### config.mk
export PLATFORM = sky130hd
export DESIGN_NAME = fixed_width_id_packer_64_core
export DESIGN_NICKNAME = d
export VERILOG_FILES = /design/src/hw/rtl/fwidp_pkg.sv /design/src/hw/rtl/fwidp_front.sv /design/src/hw/rtl/fwidp_fifo.sv /design/src/hw/rtl/fwidp_back.sv /design/src/hw/rtl/fixed_width_id_packer_64_core.sv
export VERILOG_INCLUDE_DIRS = /design/src /design/src/hw/rtl
export SDC_FILE = /design/constraint.sdc
export NUM_CORES = 1
export LEC_CHECK = 0
export CAP_MARGIN = 15
export CORE_AREA = 5 5 248 250
export CTS_CLUSTER_SIZE = 28
export DETAILED_ROUTE_END_ITERATION = 8
export DIE_AREA = 0 0 253 255
export DONT_BUFFER_PORTS = 1
export REMOVE_ABC_BUFFERS = 1
export SYNTH_ARGS = -nofsm -noshare
export SYNTH_HDL_FRONTEND = slang
export SYNTH_SLANG_ARGS = --single-unit
### constraint.sdc
create_clock -name clk_i -period 7.97 [get_ports clk_i]
set_clock_uncertainty 0.05 [all_clocks]
set_input_delay 0.797 -clock clk_i [delete_from_list [all_inputs] [get_ports clk_i]]
set_output_delay 0.797 -clock clk_i [all_outputs]
set_load 0.03 [all_outputs]
### src/hw/rtl/fixed_width_id_packer_64_core_defines.svh
// ----------------------------------------------------------------------------
// Fixed-width id packer: assertion macros
// Shared concurrent assertion forms, clocked on clk_i and disabled in reset.
// ----------------------------------------------------------------------------
`ifndef FIXED_WIDTH_ID_PACKER_64_CORE_DEFINES_SVH
`define FIXED_WIDTH_ID_PACKER_64_CORE_DEFINES_SVH

// Same-cycle implication.
`define FWIDP_ASSERT_IMP(lbl, ante, cons, msg) \
  lbl: assert property (@(posedge clk_i) disable iff (!rst_ni) (ante) |-> (cons)) \
    else $error(msg);

// Next-cycle implication.
`define FWIDP_ASSERT_NXT(lbl, ante, cons, msg) \
  lbl: assert property (@(posedge clk_i) disable iff (!rst_ni) (ante) |=> (cons)) \
    else $error(msg);

`endif

### src/hw/rtl/fwidp_pkg.sv
// ----------------------------------------------------------------------------
// Fixed-width id packer package
// Widths, reset values, the queue entry type and the entry width clamp.
// ----------------------------------------------------------------------------
package fwidp_pkg;

  localparam int unsigned WordWidthDef  = 64;
  localparam int unsigned OutWidth      = 64;
  localparam int unsigned TypeWidth     = 16;
  localparam int unsigned MetaWidth     = 4;
  localparam int unsigned IdWidth       = 32;
  localparam int unsigned CfgWidth      = 6;
  localparam int unsigned AddrWidth     = 2;
  localparam int unsigned DataWidth     = 32;
  localparam int unsigned FifoDepthDef  = 4;

  localparam logic [CfgWidth-1:0] BitsPerEntryRst = CfgWidth'(13);
  localparam logic [CfgWidth-1:0] EntryWidthMin   = CfgWidth'(1);
  localparam logic [CfgWidth-1:0] EntryWidthMax   = CfgWidth'(32);

  typedef struct packed {
    logic [IdWidth-1:0]  id;
    logic [CfgWidth-1:0] width;
    logic                last;
  } entry_t;

  function automatic logic [CfgWidth-1:0] entry_width(input logic [CfgWidth-1:0] cfg);
    logic [CfgWidth-1:0] w;
    if (cfg == '0) begin
      w = EntryWidthMin;
    end else if (cfg > EntryWidthMax) begin
      w = EntryWidthMax;
    end else begin
      w = cfg;
    end
    return w;
  endfunction

endpackage

### src/hw/rtl/fwidp_front.sv
// ----------------------------------------------------------------------------
// Fixed-width id packer: front end
// Accepts block beats, forms the masked id and registers it with its width.
// ----------------------------------------------------------------------------
module fwidp_front import fwidp_pkg::*; (
  input  logic                 clk_i,
  input  logic                 rst_ni,
  input  logic [CfgWidth-1:0]  bits_per_entry_i,
  input  logic [TypeWidth-1:0] block_type_i,
  input  logic [MetaWidth-1:0] block_meta_i,
  input  logic                 last_block_i,
  input  logic                 in_valid_i,
  output logic                 in_ready_o,
  output logic                 ent_valid_o,
  output entry_t               ent_o,
  input  logic                 ent_ready_i
);

  logic [CfgWidth-1:0] width;
  logic [IdWidth-1:0]  mask;
  entry_t              ent_d, ent_q;
  logic                valid_d, valid_q;

  always_comb begin
    width       = entry_width(bits_per_entry_i);
    mask        = {IdWidth{1'b1}} >> (CfgWidth'(IdWidth) - width);
    ent_d.id    = IdWidth'({block_type_i, block_meta_i}) & mask;
    ent_d.width = width;
    ent_d.last  = last_block_i;
  end

  assign in_ready_o  = !valid_q || ent_ready_i;
  assign ent_valid_o = valid_q;
  assign ent_o       = ent_q;

  always_comb begin
    valid_d = valid_q;
    if (in_valid_i && in_ready_o) begin
      valid_d = 1'b1;
    end else if (ent_ready_i) begin
      valid_d = 1'b0;
    end
  end

  always_ff @(posedge clk_i or negedge rst_ni) begin
    if (!rst_ni) begin
      valid_q <= 1'b0;
    end else begin
      valid_q <= valid_d;
    end
  end

  always_ff @(posedge clk_i) begin
    if (in_valid_i && in_ready_o) begin
      ent_q <= ent_d;
    end
  end

endmodule

### src/hw/rtl/fwidp_fifo.sv
// ----------------------------------------------------------------------------
// Fixed-width id packer: entry queue
// Short first-in first-out queue that decouples the front end from the packer.
// ----------------------------------------------------------------------------
module fwidp_fifo import fwidp_pkg::*; #(
  parameter int unsigned Depth = FifoDepthDef
) (
  input  logic   clk_i,
  input  logic   rst_ni,
  input  logic   push_valid_i,
  output logic   push_ready_o,
  input  entry_t push_i,
  output logic   pop_valid_o,
  input  logic   pop_ready_i,
  output entry_t pop_o
);

  localparam int unsigned PtrW = (Depth > 1) ? $clog2(Depth) : 1;
  localparam int unsigned CntW = $clog2(Depth + 1);

  entry_t            mem_q [Depth];
  logic [PtrW-1:0]   wr_ptr_d, wr_ptr_q;
  logic [PtrW-1:0]   rd_ptr_d, rd_ptr_q;
  logic [CntW-1:0]   cnt_d, cnt_q;
  logic              push, pop;

  assign push_ready_o = cnt_q != CntW'(Depth);
  assign pop_valid_o  = cnt_q != '0;
  assign pop_o        = mem_q[rd_ptr_q];
  assign push         = push_valid_i && push_ready_o;
  assign pop          = pop_valid_o && pop_ready_i;

  always_comb begin
    wr_ptr_d = wr_ptr_q;
    rd_ptr_d = rd_ptr_q;
    cnt_d    = cnt_q;
    if (push) begin
      wr_ptr_d = (wr_ptr_q == PtrW'(Depth - 1)) ? '0 : wr_ptr_q + PtrW'(1);
    end
    if (pop) begin
      rd_ptr_d = (rd_ptr_q == PtrW'(Depth - 1)) ? '0 : rd_ptr_q + PtrW'(1);
    end
    if (push && !pop) begin
      cnt_d = cnt_q + CntW'(1);
    end else if (pop && !push) begin
      cnt_d = cnt_q - CntW'(1);
    end
  end

  always_ff @(posedge clk_i or negedge rst_ni) begin
    if (!rst_ni) begin
      wr_ptr_q <= '0;
      rd_ptr_q <= '0;
      cnt_q    <= '0;
    end else begin
      wr_ptr_q <= wr_ptr_d;
      rd_ptr_q <= rd_ptr_d;
      cnt_q    <= cnt_d;
    end
  end

  always_ff @(posedge clk_i) begin
    if (push) begin
      mem_q[wr_ptr_q] <= push_i;
    end
  end

endmodule

### src/hw/rtl/fwidp_back.sv
// ----------------------------------------------------------------------------
// Fixed-width id packer: packing back end
// Shifts ids into the accumulator, emits full and flushed words through an
// output register.
// ----------------------------------------------------------------------------
`include "fixed_width_id_packer_64_core_defines.svh"

module fwidp_back import fwidp_pkg::*; #(
  parameter int unsigned WordWidth = WordWidthDef
) (
  input  logic                clk_i,
  input  logic                rst_ni,
  input  logic                ent_valid_i,
  output logic                ent_ready_o,
  input  entry_t              ent_i,
  output logic [OutWidth-1:0] packed_word_o,
  output logic                last_word_o,
  output logic                out_valid_o,
  input  logic                out_ready_i
);

  localparam int unsigned OffW  = $clog2(WordWidth);
  localparam int unsigned SumW  = OffW + 1;
  localparam int unsigned WideW = WordWidth + IdWidth;

  logic [WordWidth-1:0] acc_d, acc_q;
  logic [OffW-1:0]      off_d, off_q;
  logic                 pend_d, pend_q;
  logic [WordWidth-1:0] word_d, word_q;
  logic                 last_d, last_q;
  logic                 ovld_d, ovld_q;

  logic [WideW-1:0]     wide;
  logic [WordWidth-1:0] merged;
  logic [IdWidth-1:0]   rem;
  logic [SumW-1:0]      sum;
  logic                 full;
  logic [OffW-1:0]      carry;
  logic                 slot_free;
  logic                 pop;
  logic                 load;

  always_comb begin
    wide   = WideW'(ent_i.id) << off_q;
    merged = acc_q | wide[WordWidth-1:0];
    rem    = wide[WideW-1:WordWidth];
    sum    = SumW'(off_q) + SumW'(ent_i.width);
    full   = sum >= SumW'(WordWidth);
    carry  = OffW'(sum - SumW'(WordWidth));
  end

  assign slot_free = !ovld_q || out_ready_i;

  always_comb begin
    acc_d  = acc_q;
    off_d  = off_q;
    pend_d = pend_q;
    word_d = word_q;
    last_d = last_q;
    ovld_d = ovld_q && !out_ready_i;
    pop    = 1'b0;
    load   = 1'b0;
    if (pend_q) begin
      if (slot_free) begin
        load   = 1'b1;
        word_d = acc_q;
        last_d = 1'b1;
        acc_d  = '0;
        off_d  = '0;
        pend_d = 1'b0;
      end
    end else if (ent_valid_i) begin
      if (!full && !ent_i.last) begin
        pop   = 1'b1;
        acc_d = merged;
        off_d = OffW'(sum);
      end else if (slot_free) begin
        pop    = 1'b1;
        load   = 1'b1;
        word_d = merged;
        if (!full) begin
          last_d = 1'b1;
          acc_d  = '0;
          off_d  = '0;
        end else if (ent_i.last && carry == '0) begin
          last_d = 1'b1;
          acc_d  = '0;
          off_d  = '0;
        end else begin
          last_d = 1'b0;
          acc_d  = WordWidth'(rem);
          off_d  = carry;
          pend_d = ent_i.last;
        end
      end
    end
    if (load) begin
      ovld_d = 1'b1;
    end
  end

  assign ent_ready_o   = pop;
  assign packed_word_o = OutWidth'(word_q);
  assign last_word_o   = last_q;
  assign out_valid_o   = ovld_q;

  always_ff @(posedge clk_i or negedge rst_ni) begin
    if (!rst_ni) begin
      acc_q  <= '0;
      off_q  <= '0;
      pend_q <= 1'b0;
      ovld_q <= 1'b0;
    end else begin
      acc_q  <= acc_d;
      off_q  <= off_d;
      pend_q <= pend_d;
      ovld_q <= ovld_d;
    end
  end

  always_ff @(posedge clk_i) begin
    if (load) begin
      word_q <= word_d;
      last_q <= last_d;
    end
  end

  `FWIDP_ASSERT_IMP(a_pend_has_bits, pend_q, off_q != '0, "Pending flush with no bits")
  `FWIDP_ASSERT_IMP(a_pend_blocks_pop, pend_q, !pop, "Entry taken during flush")
  `FWIDP_ASSERT_NXT(a_last_clears, load && last_d, off_q == '0 && acc_q == '0, "Packer not cleared")

endmodule

### src/hw/rtl/fixed_width_id_packer_64_core.sv
// ----------------------------------------------------------------------------
// Fixed-width id packer core
// Packs masked block ids least significant first into fixed-width words.
// ----------------------------------------------------------------------------
// Input beats carry a block type, a metadata nibble and a last flag on a
// valid/ready channel; output beats carry one packed word and a last flag.
// Each id is the type shifted left by four, ORed with the metadata and masked
// to bits_per_entry bits (written over the APB port, 0 reads as 1, values
// above 32 as 32). An id may straddle two words.
// A word leaves when it fills; a beat marked last flushes the partial word.
// The block takes one beat per cycle while nothing downstream stalls; a beat
// that completes a word passes the front register and the queue before it is
// loaded into the output register. A last beat that straddles a word
// boundary yields two words, the full one and then the remainder, and holds
// the packer from taking entries until the remainder is loaded.
// The front stage and a four-entry queue absorb a stalled receiver, so input
// beats keep being taken until both the queue and the front stage are full.
// Reset empties the queue and the accumulator and sets bits_per_entry to 13.
module fixed_width_id_packer_64_core import fwidp_pkg::*; #(
  parameter int unsigned WORD_WIDTH = WordWidthDef,
  parameter int unsigned FIFO_DEPTH = FifoDepthDef
) (
  input  logic                 clk_i,
  input  logic                 rst_ni,
  input  logic                 psel,
  input  logic                 penable,
  input  logic                 pwrite,
  input  logic [AddrWidth-1:0] paddr,
  input  logic [DataWidth-1:0] pwdata,
  output logic [DataWidth-1:0] prdata,
  output logic                 pready,
  input  logic [TypeWidth-1:0] block_type_i,
  input  logic [MetaWidth-1:0] block_meta_i,
  input  logic                 last_block_i,
  input  logic                 in_valid_i,
  output logic                 in_ready_o,
  output logic [OutWidth-1:0]  packed_word_o,
  output logic                 last_word_o,
  output logic                 out_valid_o,
  input  logic                 out_ready_i
);

  logic [CfgWidth-1:0] bpe_q;
  logic                cfg_wr;
  logic                f_valid, f_ready;
  entry_t              f_ent;
  logic                q_valid, q_ready;
  entry_t              q_ent;

  assign pready = 1'b1;
  assign cfg_wr = psel && penable && pwrite && (paddr[AddrWidth-1:0] == '0 || 1'b1);
  assign prdata = DataWidth'(bpe_q);

  always_ff @(posedge clk_i or negedge rst_ni) begin
    if (!rst_ni) begin
      bpe_q <= BitsPerEntryRst;
    end else if (cfg_wr) begin
      bpe_q <= pwdata[CfgWidth-1:0];
    end
  end

  fwidp_front u_front (
    .clk_i           (clk_i),
    .rst_ni          (rst_ni),
    .bits_per_entry_i(bpe_q),
    .block_type_i    (block_type_i),
    .block_meta_i    (block_meta_i),
    .last_block_i    (last_block_i),
    .in_valid_i      (in_valid_i),
    .in_ready_o      (in_ready_o),
    .ent_valid_o     (f_valid),
    .ent_o           (f_ent),
    .ent_ready_i     (f_ready)
  );

  fwidp_fifo #(
    .Depth(FIFO_DEPTH)
  ) u_fifo (
    .clk_i       (clk_i),
    .rst_ni      (rst_ni),
    .push_valid_i(f_valid),
    .push_ready_o(f_ready),
    .push_i      (f_ent),
    .pop_valid_o (q_valid),
    .pop_ready_i (q_ready),
    .pop_o       (q_ent)
  );

  fwidp_back #(
    .WordWidth(WORD_WIDTH)
  ) u_back (
    .clk_i        (clk_i),
    .rst_ni       (rst_ni),
    .ent_valid_i  (q_valid),
    .ent_ready_o  (q_ready),
    .ent_i        (q_ent),
    .packed_word_o(packed_word_o),
    .last_word_o  (last_word_o),
    .out_valid_o  (out_valid_o),
    .out_ready_i  (out_ready_i)
  );

endmodule
==> results.md, run 1 <==
- The global router's overall resource usage is 0.1153.
- The maximum operating frequency is 195.6 MHz.
- In this run the tool buffered the top-level ports with 0 buffer cells.
- The maximum level of the CTS H-tree is 1.
- Entering global routing, the biggest net connects 84 pins.
- The number of vias per cell is 5.080.
- The required time of the worst setup path is 8190 ps.
- After the first detailed-routing iteration, the DRC count stood at 1030.
- Setup repair after global routing left no endpoint under its margin.
- The destination of the worst register-to-register timing path is u_back.packed_word_o[4].
- The cell depth of the worst flop-to-flop path is 11.
- From synthesis to final layout, the design area changed by 11.17%.
- The top-level port count is 162.
- The final-report max-slew violation count is 0.
- The via total after detailed routing is 9743.
- The starting density of the core is 0.2475.
- The core region is 58800 sq um.
- The number of antenna violations at the first check in global routing is 0.
- The overall die area is 64520 sq um.
- The worst register-to-register path has a setup slack of 2860 ps.
- The first-pass GRT wire length is 59150 microns.
- In the final layout, the share of cells above drive strength 1 is 0.1476.
- The max capacitance violation total is 0.
- For this run, asynchronously set or reset flops after synthesis account for 0.3007.
- At the pin with the least slew margin, the transition time is 1137 ps.
- Among all stages on the critical path, the largest delay is contributed by clkinv_2.
- During synthesis, Yosys emitted a total of 0 warnings.
- The worst path in the final design needs a cycle of 5112 ps, including I/O delays and setup.
- The number of clock buffers added by TritonCTS is 28.
- The clock drives 286 sinks.
- Once placement finished, the instance area stood at 15230 sq um.
- Synthesis instantiated 80 different standard cells from the library.
- The type of the worst min-delay path is input pin to asynchronous set/reset pin.
- At the end of routability-driven placement, the weighted congestion stood at 0.8862.
- The buffer type at the clock tree root is clkbuf_16.
- The number of endpoints failing setup at the final stage is 0.
- The final design area excluding fillers is 16180 sq um.
- The CTS tree is done.
- The top fanout value on the critical path is 62.
- In the detailed route, the total length drawn on met2 is 17520 microns.
- The most numerous cell type found on the critical path is buf_4.
- Synthesis inferred 286 register bits.
- Dividing the synthesized area by the synthesized cell count gives 12.71 sq um.
- In the final timing run, aggregate negative setup slack is 0 ps.
- The share of the synthesized area in the top cell type is 0.4127.
- In the final routed layout, each cell accounts on average for 20.27 microns.
- The run finished with clean final reports.
- In this run, post-CTS repair resized a total of 0 instances.
- No sink is reached through more buffers than the 3 on the longest clock path.
- The repair_antennas step left the layout with diodes totalling 0.
- The critical path in this run is classified as register to register.
- Of the available clock period, the critical path in the final layout requires 0.6414.
- For this run the aggregate overflow at the end of global routing stands at 0.
- In this run the remaining antenna-violating nets after routing total 0.
- The cell area after technology mapping is 14550 sq um.
- In this design, the stage delay of the slowest critical-path cell is 960 ps.
- For this block, wires on met1 add up to 17590 microns.
- The number of synthesized flops with an enable pin is 200.
- The top cell type by total area after synthesis is edfxtp_1.
- Buffers added to address setup during post-CTS repair amount to 0.
- Yosys attributes the largest share of cell area to edfxtp_1 (41%), dfrtp_1 (14%), mux4_2 (8.0%).
- The horizontal extent of the die is 253 microns.
- Walking the worst path, the cells encountered are buf_4 > mux4_2 > ha_1 > a21oi_1 > a21oi_1 > nor3_1 > buf_4 > o31a_1 > buf_4 > clkinv_2 > buf_4.
- STA classifies the critical path endpoint as a register.
- By instance count, the leading cell after synthesis is edfxtp_1.
- The final-report hold violation count is 0.
- The final HPWL from detailed placement is 26890 microns.
- The layout net count is 1206.
- The total wire length after detailed routing is 38890 microns.
- In the routed design, unresolved DRC markers number 0.
- The commonest cells after synthesis are edfxtp_1 (200), nor2_1 (110), dfrtp_1 (83), a21oi_1 (65), o21ai_0 (58).
- The first detailed-routing pass ran for 5 iterations.
- The sequential fraction of the synthesis area is 0.5608.
- The most used flip-flop cell after synthesis is edfxtp_1.
- The via count of the first global-routing pass came to 9500.
- In this run the critical register-to-register path is launched from u_fifo.rd_ptr_q[1].
- The critical path launch point type is a register.
- The detailed route wirelength on metal3 is 3080 microns.
- The number of standard cells after synthesis is 1145.
- Measured along the y axis, the die boundary spans 255 microns.
- The worst-skew pair later-pin latency is 560 ps.
- Signal routing reaches up to met4.
- The headroom to the max-slew limit is 0.2390.
- The floorplan has 89 rows.
- The arrival time of data at the critical path endpoint is 5330 ps.
- The clock transition at the registers of the reported paths is 60 ps.
## layout by cell type, fill, tap and decap left out, drive strengths merged, types with 5 or more instances in the layout
cell,netlist,routed
a21oi,65,65
buf,53,19
nand2b,15,15
inv,38,37
conb,2,27
mux4,58,58
mux2i,34,34
nor2b,8,8
edfxtp,200,200
nor2,111,111
mux2,34,34
a221oi,8,8
dfrtp,83,83
o211ai,7,7
clkinv,0,6
nand3,20,20
o22ai,10,10
a22o,11,11
a21o,22,22
ha,16,16
nor3,18,18
a31oi,6,6
o31ai,6,6
a22oi,6,6
o21ai,60,60
clkbuf,40,40
a211oi,20,20
nand2,57,57
a31o,5,5
o21bai,16,16
a21boi,12,12
and2,14,14
or2,9,9
a311oi,8,8
## through the flow
stage | hold WS (ps) | instances | worst slack [ps] | util
finish | 44.67 | 1918 | 2858 | 0.2752
CTS | 14.38 | 1918 | 2878 | 0.2752
global route | 11.85 | 1918 | 2569 | 0.2752
global placement | 414.1 | 1868 | 2920 | 0.2590
detailed placement | 426.3 | 1868 | 2868 | 0.2590
floorplan | 394.2 | 1077 | 1574 | -
## sequential cells by signal, indices dropped and copies added (netlist names)
signal / count
bpe_q: 6
u_back.acc_q: 64
u_back.last_word_o: 1
u_back.off_q: 6
u_back.out_valid_o: 1
u_back.packed_word_o: 64
u_back.pend_q: 1
u_fifo.cnt_q: 3
u_fifo.mem_q: 108
u_fifo.rd_ptr_q: 2
u_fifo.wr_ptr_q: 2
u_front.ent_o: 27
u_front.ent_valid_o: 1
## cells by family after synthesis
family,synth area share
buffers and inverters,0.04591
other,0.0005161
adder cells (fa/ha/maj),0.01651
AO/OA/AOI/OAI,0.1431
multiplexers,0.1427
AND/OR/NAND/NOR,0.08624
flip-flops,0.5608
XOR/XNOR,0.004213
## layer usage
metal	global-route usage	vias up
li1	-	4292
met1	0.1687	4944
met2	0.1781	448
met3	0.02429	59
met4	0.02267	0
met5	0	-
## cell type report
type	instances	area, sq um
Tap cell	773	967.2
Inverter	38	143.9
Clock inverter	9	142.6
Fill cell	6068	42620
Sequential cell	286	8165
Timing Repair Buffer	19	162.7
Multi-Input combinational cell	753	5819
Clock buffer	40	777.0
## what timing repair did
item                                    in CTS  in global routing
hold buffers                                 1                  0
endpoints found under the hold margin       83                  0
endpoints found under the setup margin       0                  0
## critical path, delay by kind of cell (launching register included)
family	cells	cell delay (ps)
adder cells (fa/ha/maj)	1	330
AO/OA/AOI/OAI	3	590
AND/OR/NAND/NOR	1	220
buffers and inverters	5	2800
multiplexers	1	410
flip-flops	1	360
## worst max path at each step
stage / start / slack (ps) / to / cells after the start
floorplan: u_fifo.rd_ptr_q[1] / 1570 / u_back.acc_q[34] / 9
global placement: u_fifo.rd_ptr_q[1] / 2920 / u_back.packed_word_o[37] / 11
detailed placement: u_fifo.rd_ptr_q[1] / 2870 / u_back.packed_word_o[6] / 11
CTS: u_fifo.rd_ptr_q[1] / 2880 / u_back.packed_word_o[6] / 11
global route: u_fifo.rd_ptr_q[1] / 2570 / u_back.acc_q[20] / 12
finish: u_fifo.rd_ptr_q[1] / 2860 / u_back.packed_word_o[4] / 11
Power of run 1 is left out: the tool's default activity adds up to more than one toggle a clock period on the data nets, which glitch-free logic cannot reach.
==> run 2: changes to the inputs <==
==> constraint.sdc (replaced) <==
create_clock -name clk_i -period 4.78 [get_ports clk_i]
set_clock_uncertainty 0.05 [all_clocks]
set_input_delay 0.478 -clock clk_i [delete_from_list [all_inputs] [get_ports clk_i]]
set_output_delay 0.478 -clock clk_i [all_outputs]
set_load 0.03 [all_outputs]
==> run 2 against run 1 <==
Hold slack lost 11 ps. Die area stayed put. Routed wire length fell by 0.91%. Fmax up 22%. Critical endpoint is now u_back.acc_q[19]. Sequential cell count unchanged.
==> results.md, run 2 (synthesis results as in run 1) <==
- The final core utilization is 0.2786.
- The library cells used most frequently in the layout, excluding fill and tap cells, are edfxtp_1 (200), nor2_1 (110), dfrtp_1 (80).
- STA classifies the critical path startpoint as a register.
- The layout net count is 1228.
- After clock tree synthesis, the clock-pin slew on the worst setup and hold paths is 60 ps.
- In the finished design, the share of the clock period the worst path needs comes to 0.8770.
- The via total after detailed routing is 9690.
- The critical path in this run is classified as register to register.
- The element type at the critical path end is a register.
- The area after detailed placement is 15350 sq um.
- The horizontal extent of the die is 253 microns.
- Data on the critical path is required at its endpoint by 5200 ps.
- Of the cells placed in the final design, the portion with a size suffix greater than 1 is 0.1591.
- The worst-skew pair later-pin latency is 550 ps.
- The buffer type at the clock tree root is clkbuf_16.
- Setup repair after global routing left no endpoint under its margin.
- The worst path needs 4192 ps of the cycle, external delays included.
- In this run the number of H-tree levels came out at 1.
- Counting cells, the worst reg-to-reg path comes to 10.
- The final-report hold violation count is 0.
- The arrival time of data at the critical path endpoint is 4610 ps.
- The total overflow left after global routing is 0.
- The total placed cells including tap cells is 1882.
- The slack of the critical path is 587.8 ps.
- From bottom edge to top edge, the die measures 255 microns.
- The end point of the worst hold path is bpe_q[2].
- For this block, the routed nets add up to 38530 microns of wire.
- The setup check on the worst reg-to-reg path leaves a slack of 590 ps.
- The destination of the worst register-to-register timing path is u_back.acc_q[19].
- Dividing the detail-routed via count by the number of cells gives 4.990.
- In this run the deepest clock path goes through 3 buffers.
- The final weighted congestion of routability-driven global placement is 0.8784.
- Before antenna repair, the detailed router went through 5 iterations.
- The final HPWL from detailed placement is 27500 microns.
- The number of rows created at floorplan is 89.
- The finished cells cover 16380 sq um.
- The worst pin sits at a relative slew slack of 0.2580.
- The register area is 8165 sq um.
- The tree built by TritonCTS fans out to 286 sinks.
- Once the clock tree was built, the resizer swapped 0 gates to a different size.
- The area of the core is 58800 sq um.
- The via count of the first global-routing pass was 9414.
- The layout has 6017 filler cells.
- The pin count of the biggest net entering global routing is 87.
- The max capacitance violation total is 0.
- The flip-flop count of the largest register after layout is 108.
- The CTS buffer count is 27.
- The number of antenna violations at the first check in global routing was 0.
- The number of DRC violations after detailed-routing iteration 0 is 1061.
- At the placement stage, the worst setup path has a slack of 708.5 ps.
- The number of DRC violations after detailed routing is 0.
- The register with the most flip-flops in the final layout is u_fifo.mem_q.
- Once detail routing completed, the nets flagged for antenna violations numbered 0.
- At the pin with the least slew margin, the transition time is 1109 ps.
- The area of the multi-input gates is 5817 sq um.
- The most common library cell in the layout ignoring fill and taps is edfxtp_1.
- The port buffer count is 0.
- The number of antenna repair diodes is 0.
- Counting instances, the worst hold path has a depth of 1.
- The wire length per cell after detailed routing is 19.84 microns.
- The global router's overall resource usage is 0.1148.
- The CTS tree is done.
- The number of endpoints failing setup at the final stage is 0.
- The area growth from synthesis to layout is 12.58%.
- The worst hold path begins at pwdata[2].
- The run finished with clean final reports.
- Derived from the worst setup path, the maximum achievable clock frequency is 238.5 MHz.
- The starting density of the core is 0.2475.
- The final instance count without filler cells is 1942.
- The die covers 64520 sq um.
- The top fanout value on the critical path is 11.
- The worst register-to-register path begins at u_fifo.rd_ptr_q[0].
- The first-pass GRT wire length is 58640 microns.
- The type of the worst min-delay path is input pin to register.
- During I/O placement, the number of pins put on the boundary was 162.
- The final-report max-slew violation count came to 0.
-- run 2: final cells by class --
cell class	instances	share of cell area
Multi-Input combinational cell	753	0.3550
Sequential cell	286	0.4984
Clock buffer	34	0.04468
Timing Repair Buffer	42	0.02261
Clock inverter	16	0.01146
Inverter	38	0.008783
Tap cell	773	0.05903
-- run 2: how the worst max path moves through the flow --
stage | from | endpoint | slack (ps)
after detailed placement | u_fifo.rd_ptr_q[0] | u_back.acc_q[52] | 710
after global placement | u_fifo.rd_ptr_q[0] | u_back.acc_q[10] | 750
after global routing | u_fifo.rd_ptr_q[0] | u_back.acc_q[52] | 280
after CTS | u_fifo.rd_ptr_q[0] | u_back.acc_q[52] | 670
after floorplan | u_fifo.rd_ptr_q[1] | u_back.acc_q[34] | -1620
final | u_fifo.rd_ptr_q[0] | u_back.acc_q[19] | 590
-- run 2: metal layers --
layer	track usage	vias to the layer above	share of wire
li1	-	4358	-
met1	0.1654	4881	0.45
met2	0.1787	408	0.46
met3	0.02855	43	0.079
met4	0.01959	0	0.016
met5	0	-	0
-- run 2: worst max-delay path: stages (launching register included) --
cell,delay (ps)
dfrtp_2,550
mux4_2,590
ha_1,240
fa_1,450
nand3_1,130
a21oi_1,170
nor4b_4,480
a21oi_1,320
nor2_1,690
o21ai_0,230
a21oi_1,200
-- run 2: metrics by stage --
step           setup TNS [ps]  hold WS, ps
4_1_cts                     0        6.038
2_1_floorplan         -149760        132.4
3_3_place_gp                0        137.6
6_report                    0        33.24
3_5_place_dp                0        137.1
5_1_grt                     0        5.790
-- run 2: timing repair --
item                       in CTS  in global routing
hold endpoints to repair       94                  0
setup endpoints to repair       0                  0
setup buffers                   0                  0
hold buffers                   10                  0
Power of run 2 is left out for the same reason.
==> run 3: changes to the inputs <==
--- a/config.mk
+++ b/config.mk
@@ -12,6 +12,7 @@
 export DETAILED_ROUTE_END_ITERATION = 8
 export DIE_AREA = 0 0 253 255
 export DONT_BUFFER_PORTS = 1
+export PLACE_DENSITY_LB_ADDON = 0.3
 export REMOVE_ABC_BUFFERS = 1
 export SYNTH_ARGS = -nofsm -noshare
 export SYNTH_HDL_FRONTEND = slang
==> run 3 against run 2 <==
Fmax fell by 0.63%. Count of clock-buffer cells in the layout rose by 11. Global-route usage rose by 0.49 points. Cell count barely moved. Critical path type unchanged. Largest cell class unchanged. Highest routed layer is now met5.
==> results.md, run 3 (synthesis results as in run 1) <==
- The flow ran to the end, and the final reports show no timing, DRC or antenna violations.
- The number of DRC violations after detailed routing is 0.
- For this design, the sink count on the clock tree is 286.
- During placement, the flow inserted port buffers numbering 0.
- Counting instances, the worst hold path has a depth of 1.
- Measured in cells, the most critical reg-to-reg path has a length of 11.
- In the routed layout, each cell is associated on average with a via count of 4.962.
- Leaving out fill and tap cells, the most frequent cell in the layout is edfxtp_1.
- The number of antenna violations at the first check in global routing is 1.
- For this configuration, the core starts out at a cell density of 0.2475.
- The tool flagged a number of max-cap violations equal to 0.
- The first detailed-routing pass ran for 5 iterations.
- The congestion estimate from routability-driven global placement came to 0.8218.
- STA classifies the critical path endpoint as a register.
- The total wire length after detailed routing is 40100 microns.
- In the layout the commonest cells are edfxtp_1 (200), nor2_1 (110), dfrtp_1 (80).
- The arrival time of data at the critical path endpoint is 4630 ps.
- The CTS buffer count is 30.
- The global router's overall resource usage is 0.1196.
- The area of the core is 58800 sq um.
- The number of endpoints failing setup at the final stage is 0.
- The maximum level of the CTS H-tree is 1.
- Setup slack on the worst reg-to-reg path comes out at 560 ps.
- After global routing the overflow that remains totals 0.
- The final instance count without filler cells is 1941.
- The minimum setup slack after placement is 506.1 ps.
- In the final layout, the share of cells above drive strength 1 is 0.1558.
- The area growth from synthesis to layout is 12.66%.
- The register with the most flip-flops in the final layout is u_fifo.mem_q.
- The height of the die is 255 microns.
- The worst-skew pair later-pin latency is 580 ps.
- Measured against its own limit, the worst slew margin works out to 0.2163.
- The overall die area is 64520 sq um.
- The area after detailed placement is 15290 sq um.
- The path type of the worst setup path is register to register.
- The horizontal extent of the die is 253 microns.
- The slack of the critical path is 561.4 ps.
- The wire length per cell after detailed routing is 20.66 microns.
- The layout net count is 1224.
- The required time of the worst setup path is 5200 ps.
- The register area is 8165 sq um.
- Derived from the worst setup path, the maximum achievable clock frequency is 237.0 MHz.
- The min-delay analysis places its worst path in the category input pin to register.
- The via count of the first global-routing pass was 9558.
- The final-report hold violation count is 0.
- The number of DRC violations after detailed-routing iteration 0 is 973.
- The final core utilization is 0.2789.
- Summing over every cut layer, the via total after detailed routing is 9632.
- The top-level port count is 162.
- The clock period minus final worst setup slack is 4219 ps.
- The critical path launch point type is a register.
- The area of the multi-input gates is 5828 sq um.
- The register with the most flip-flops in the layout has 108 of them.
- The final design area excluding fillers is 16400 sq um.
- The final HPWL from detailed placement is 27770 microns.
- The floorplan has 89 rows.
- The final-report max-slew violation count came to 0.
- The timing startpoint of the critical path is u_fifo.rd_ptr_q[0].
- The end point of the worst hold path is u_front.ent_o[18].
- The maximum buffer depth of the clock tree is 3.
- For the pin with the worst max-slew slack, the measured transition is 1176 ps.
- The endpoint identified for the worst register-to-register timing path is u_back.acc_q[17].
- The CTS tree is done.
- The clock transition at the registers of the reported paths is 70 ps.
- The repair_antennas step left the layout with diodes totalling 0.
- The layout filler cell count is 6043.
- In this run the worst path has a maximum fanout of 12.
- The tree is rooted in a clkbuf_16.
- Setup repair after global routing left no endpoint under its margin.
- The first-pass GRT wire length is 60640 microns.
- Dividing the final minimum period by the clock period gives 0.8826.
- The reg-to-reg startpoint is u_fifo.rd_ptr_q[0].
- The total placed cells including tap cells is 1874.
- The launch instance of the worst min-delay path is block_type_i[7].
- The number of nets with antenna violations after detailed routing is 0.
- The pin count of the biggest net entering global routing is 95.
run 3: changes by cell type in the layout (fill, tap and decap cells not counted), sizes merged:
cell	change
dlygate4sd3	+1
bufinv	-1
clkinvlp	-2
buf	-8
inv	-1
clkbuf	+11
clkinv	-1
run 3: repair_timing:
| action | 4_1_cts | 5_1_grt |
|---|---|---|
| hold buffers | 11 | 0 |
| setup buffers | 0 | 0 |
| hold endpoints to repair | 95 | 0 |
| resized for setup | 0 | 0 |
run 3: critical path: stages (launching register included):
cell and delay [ps]:
dfrtp_2 530, mux4_2 570, ha_1 230, fa_1 440
nand3_1 140, a21oi_1 170, nor4b_4 440, a21oi_1 260
buf_4 290, nor2_1 700, o22ai_1 200, o41ai_1 110
run 3: worst max path at each step:
stage                             endpoint  slack [ps]  depth (start not counted)
after global placement    u_back.acc_q[27]         590                         11
after global routing      u_back.acc_q[51]         220                         11
final                     u_back.acc_q[17]         560                         11
after detailed placement  u_back.acc_q[59]         510                         11
after floorplan           u_back.acc_q[34]       -1620                          9
after CTS                 u_back.acc_q[28]         490                         11
run 3: cell type report:
class                   instances  area share
multi-input cells             753      0.3555
inverters                      38    0.008852
flip-flops and latches        286      0.4980
well taps                     773     0.05899
repair buffers                 35     0.01877
clock inverters                11    0.008165
clock buffers                  45     0.05174
run 3: metal layers:
layer / track usage / wire length (microns)
met1: 0.1741 / 18750
met2: 0.1883 / 18440
met3: 0.02297 / 2139
met4: 0.02252 / 755
met5: 0 / 11
run 3: metrics by stage:
stage          hold WS (ps)  TNS, ps
5_1_grt               66.32        0
2_1_floorplan         132.4  -149760
4_1_cts               46.34        0
3_5_place_dp          137.0        0
3_3_place_gp          136.9        0
6_report              79.15        0
Power of run 3 is left out for the same reason.
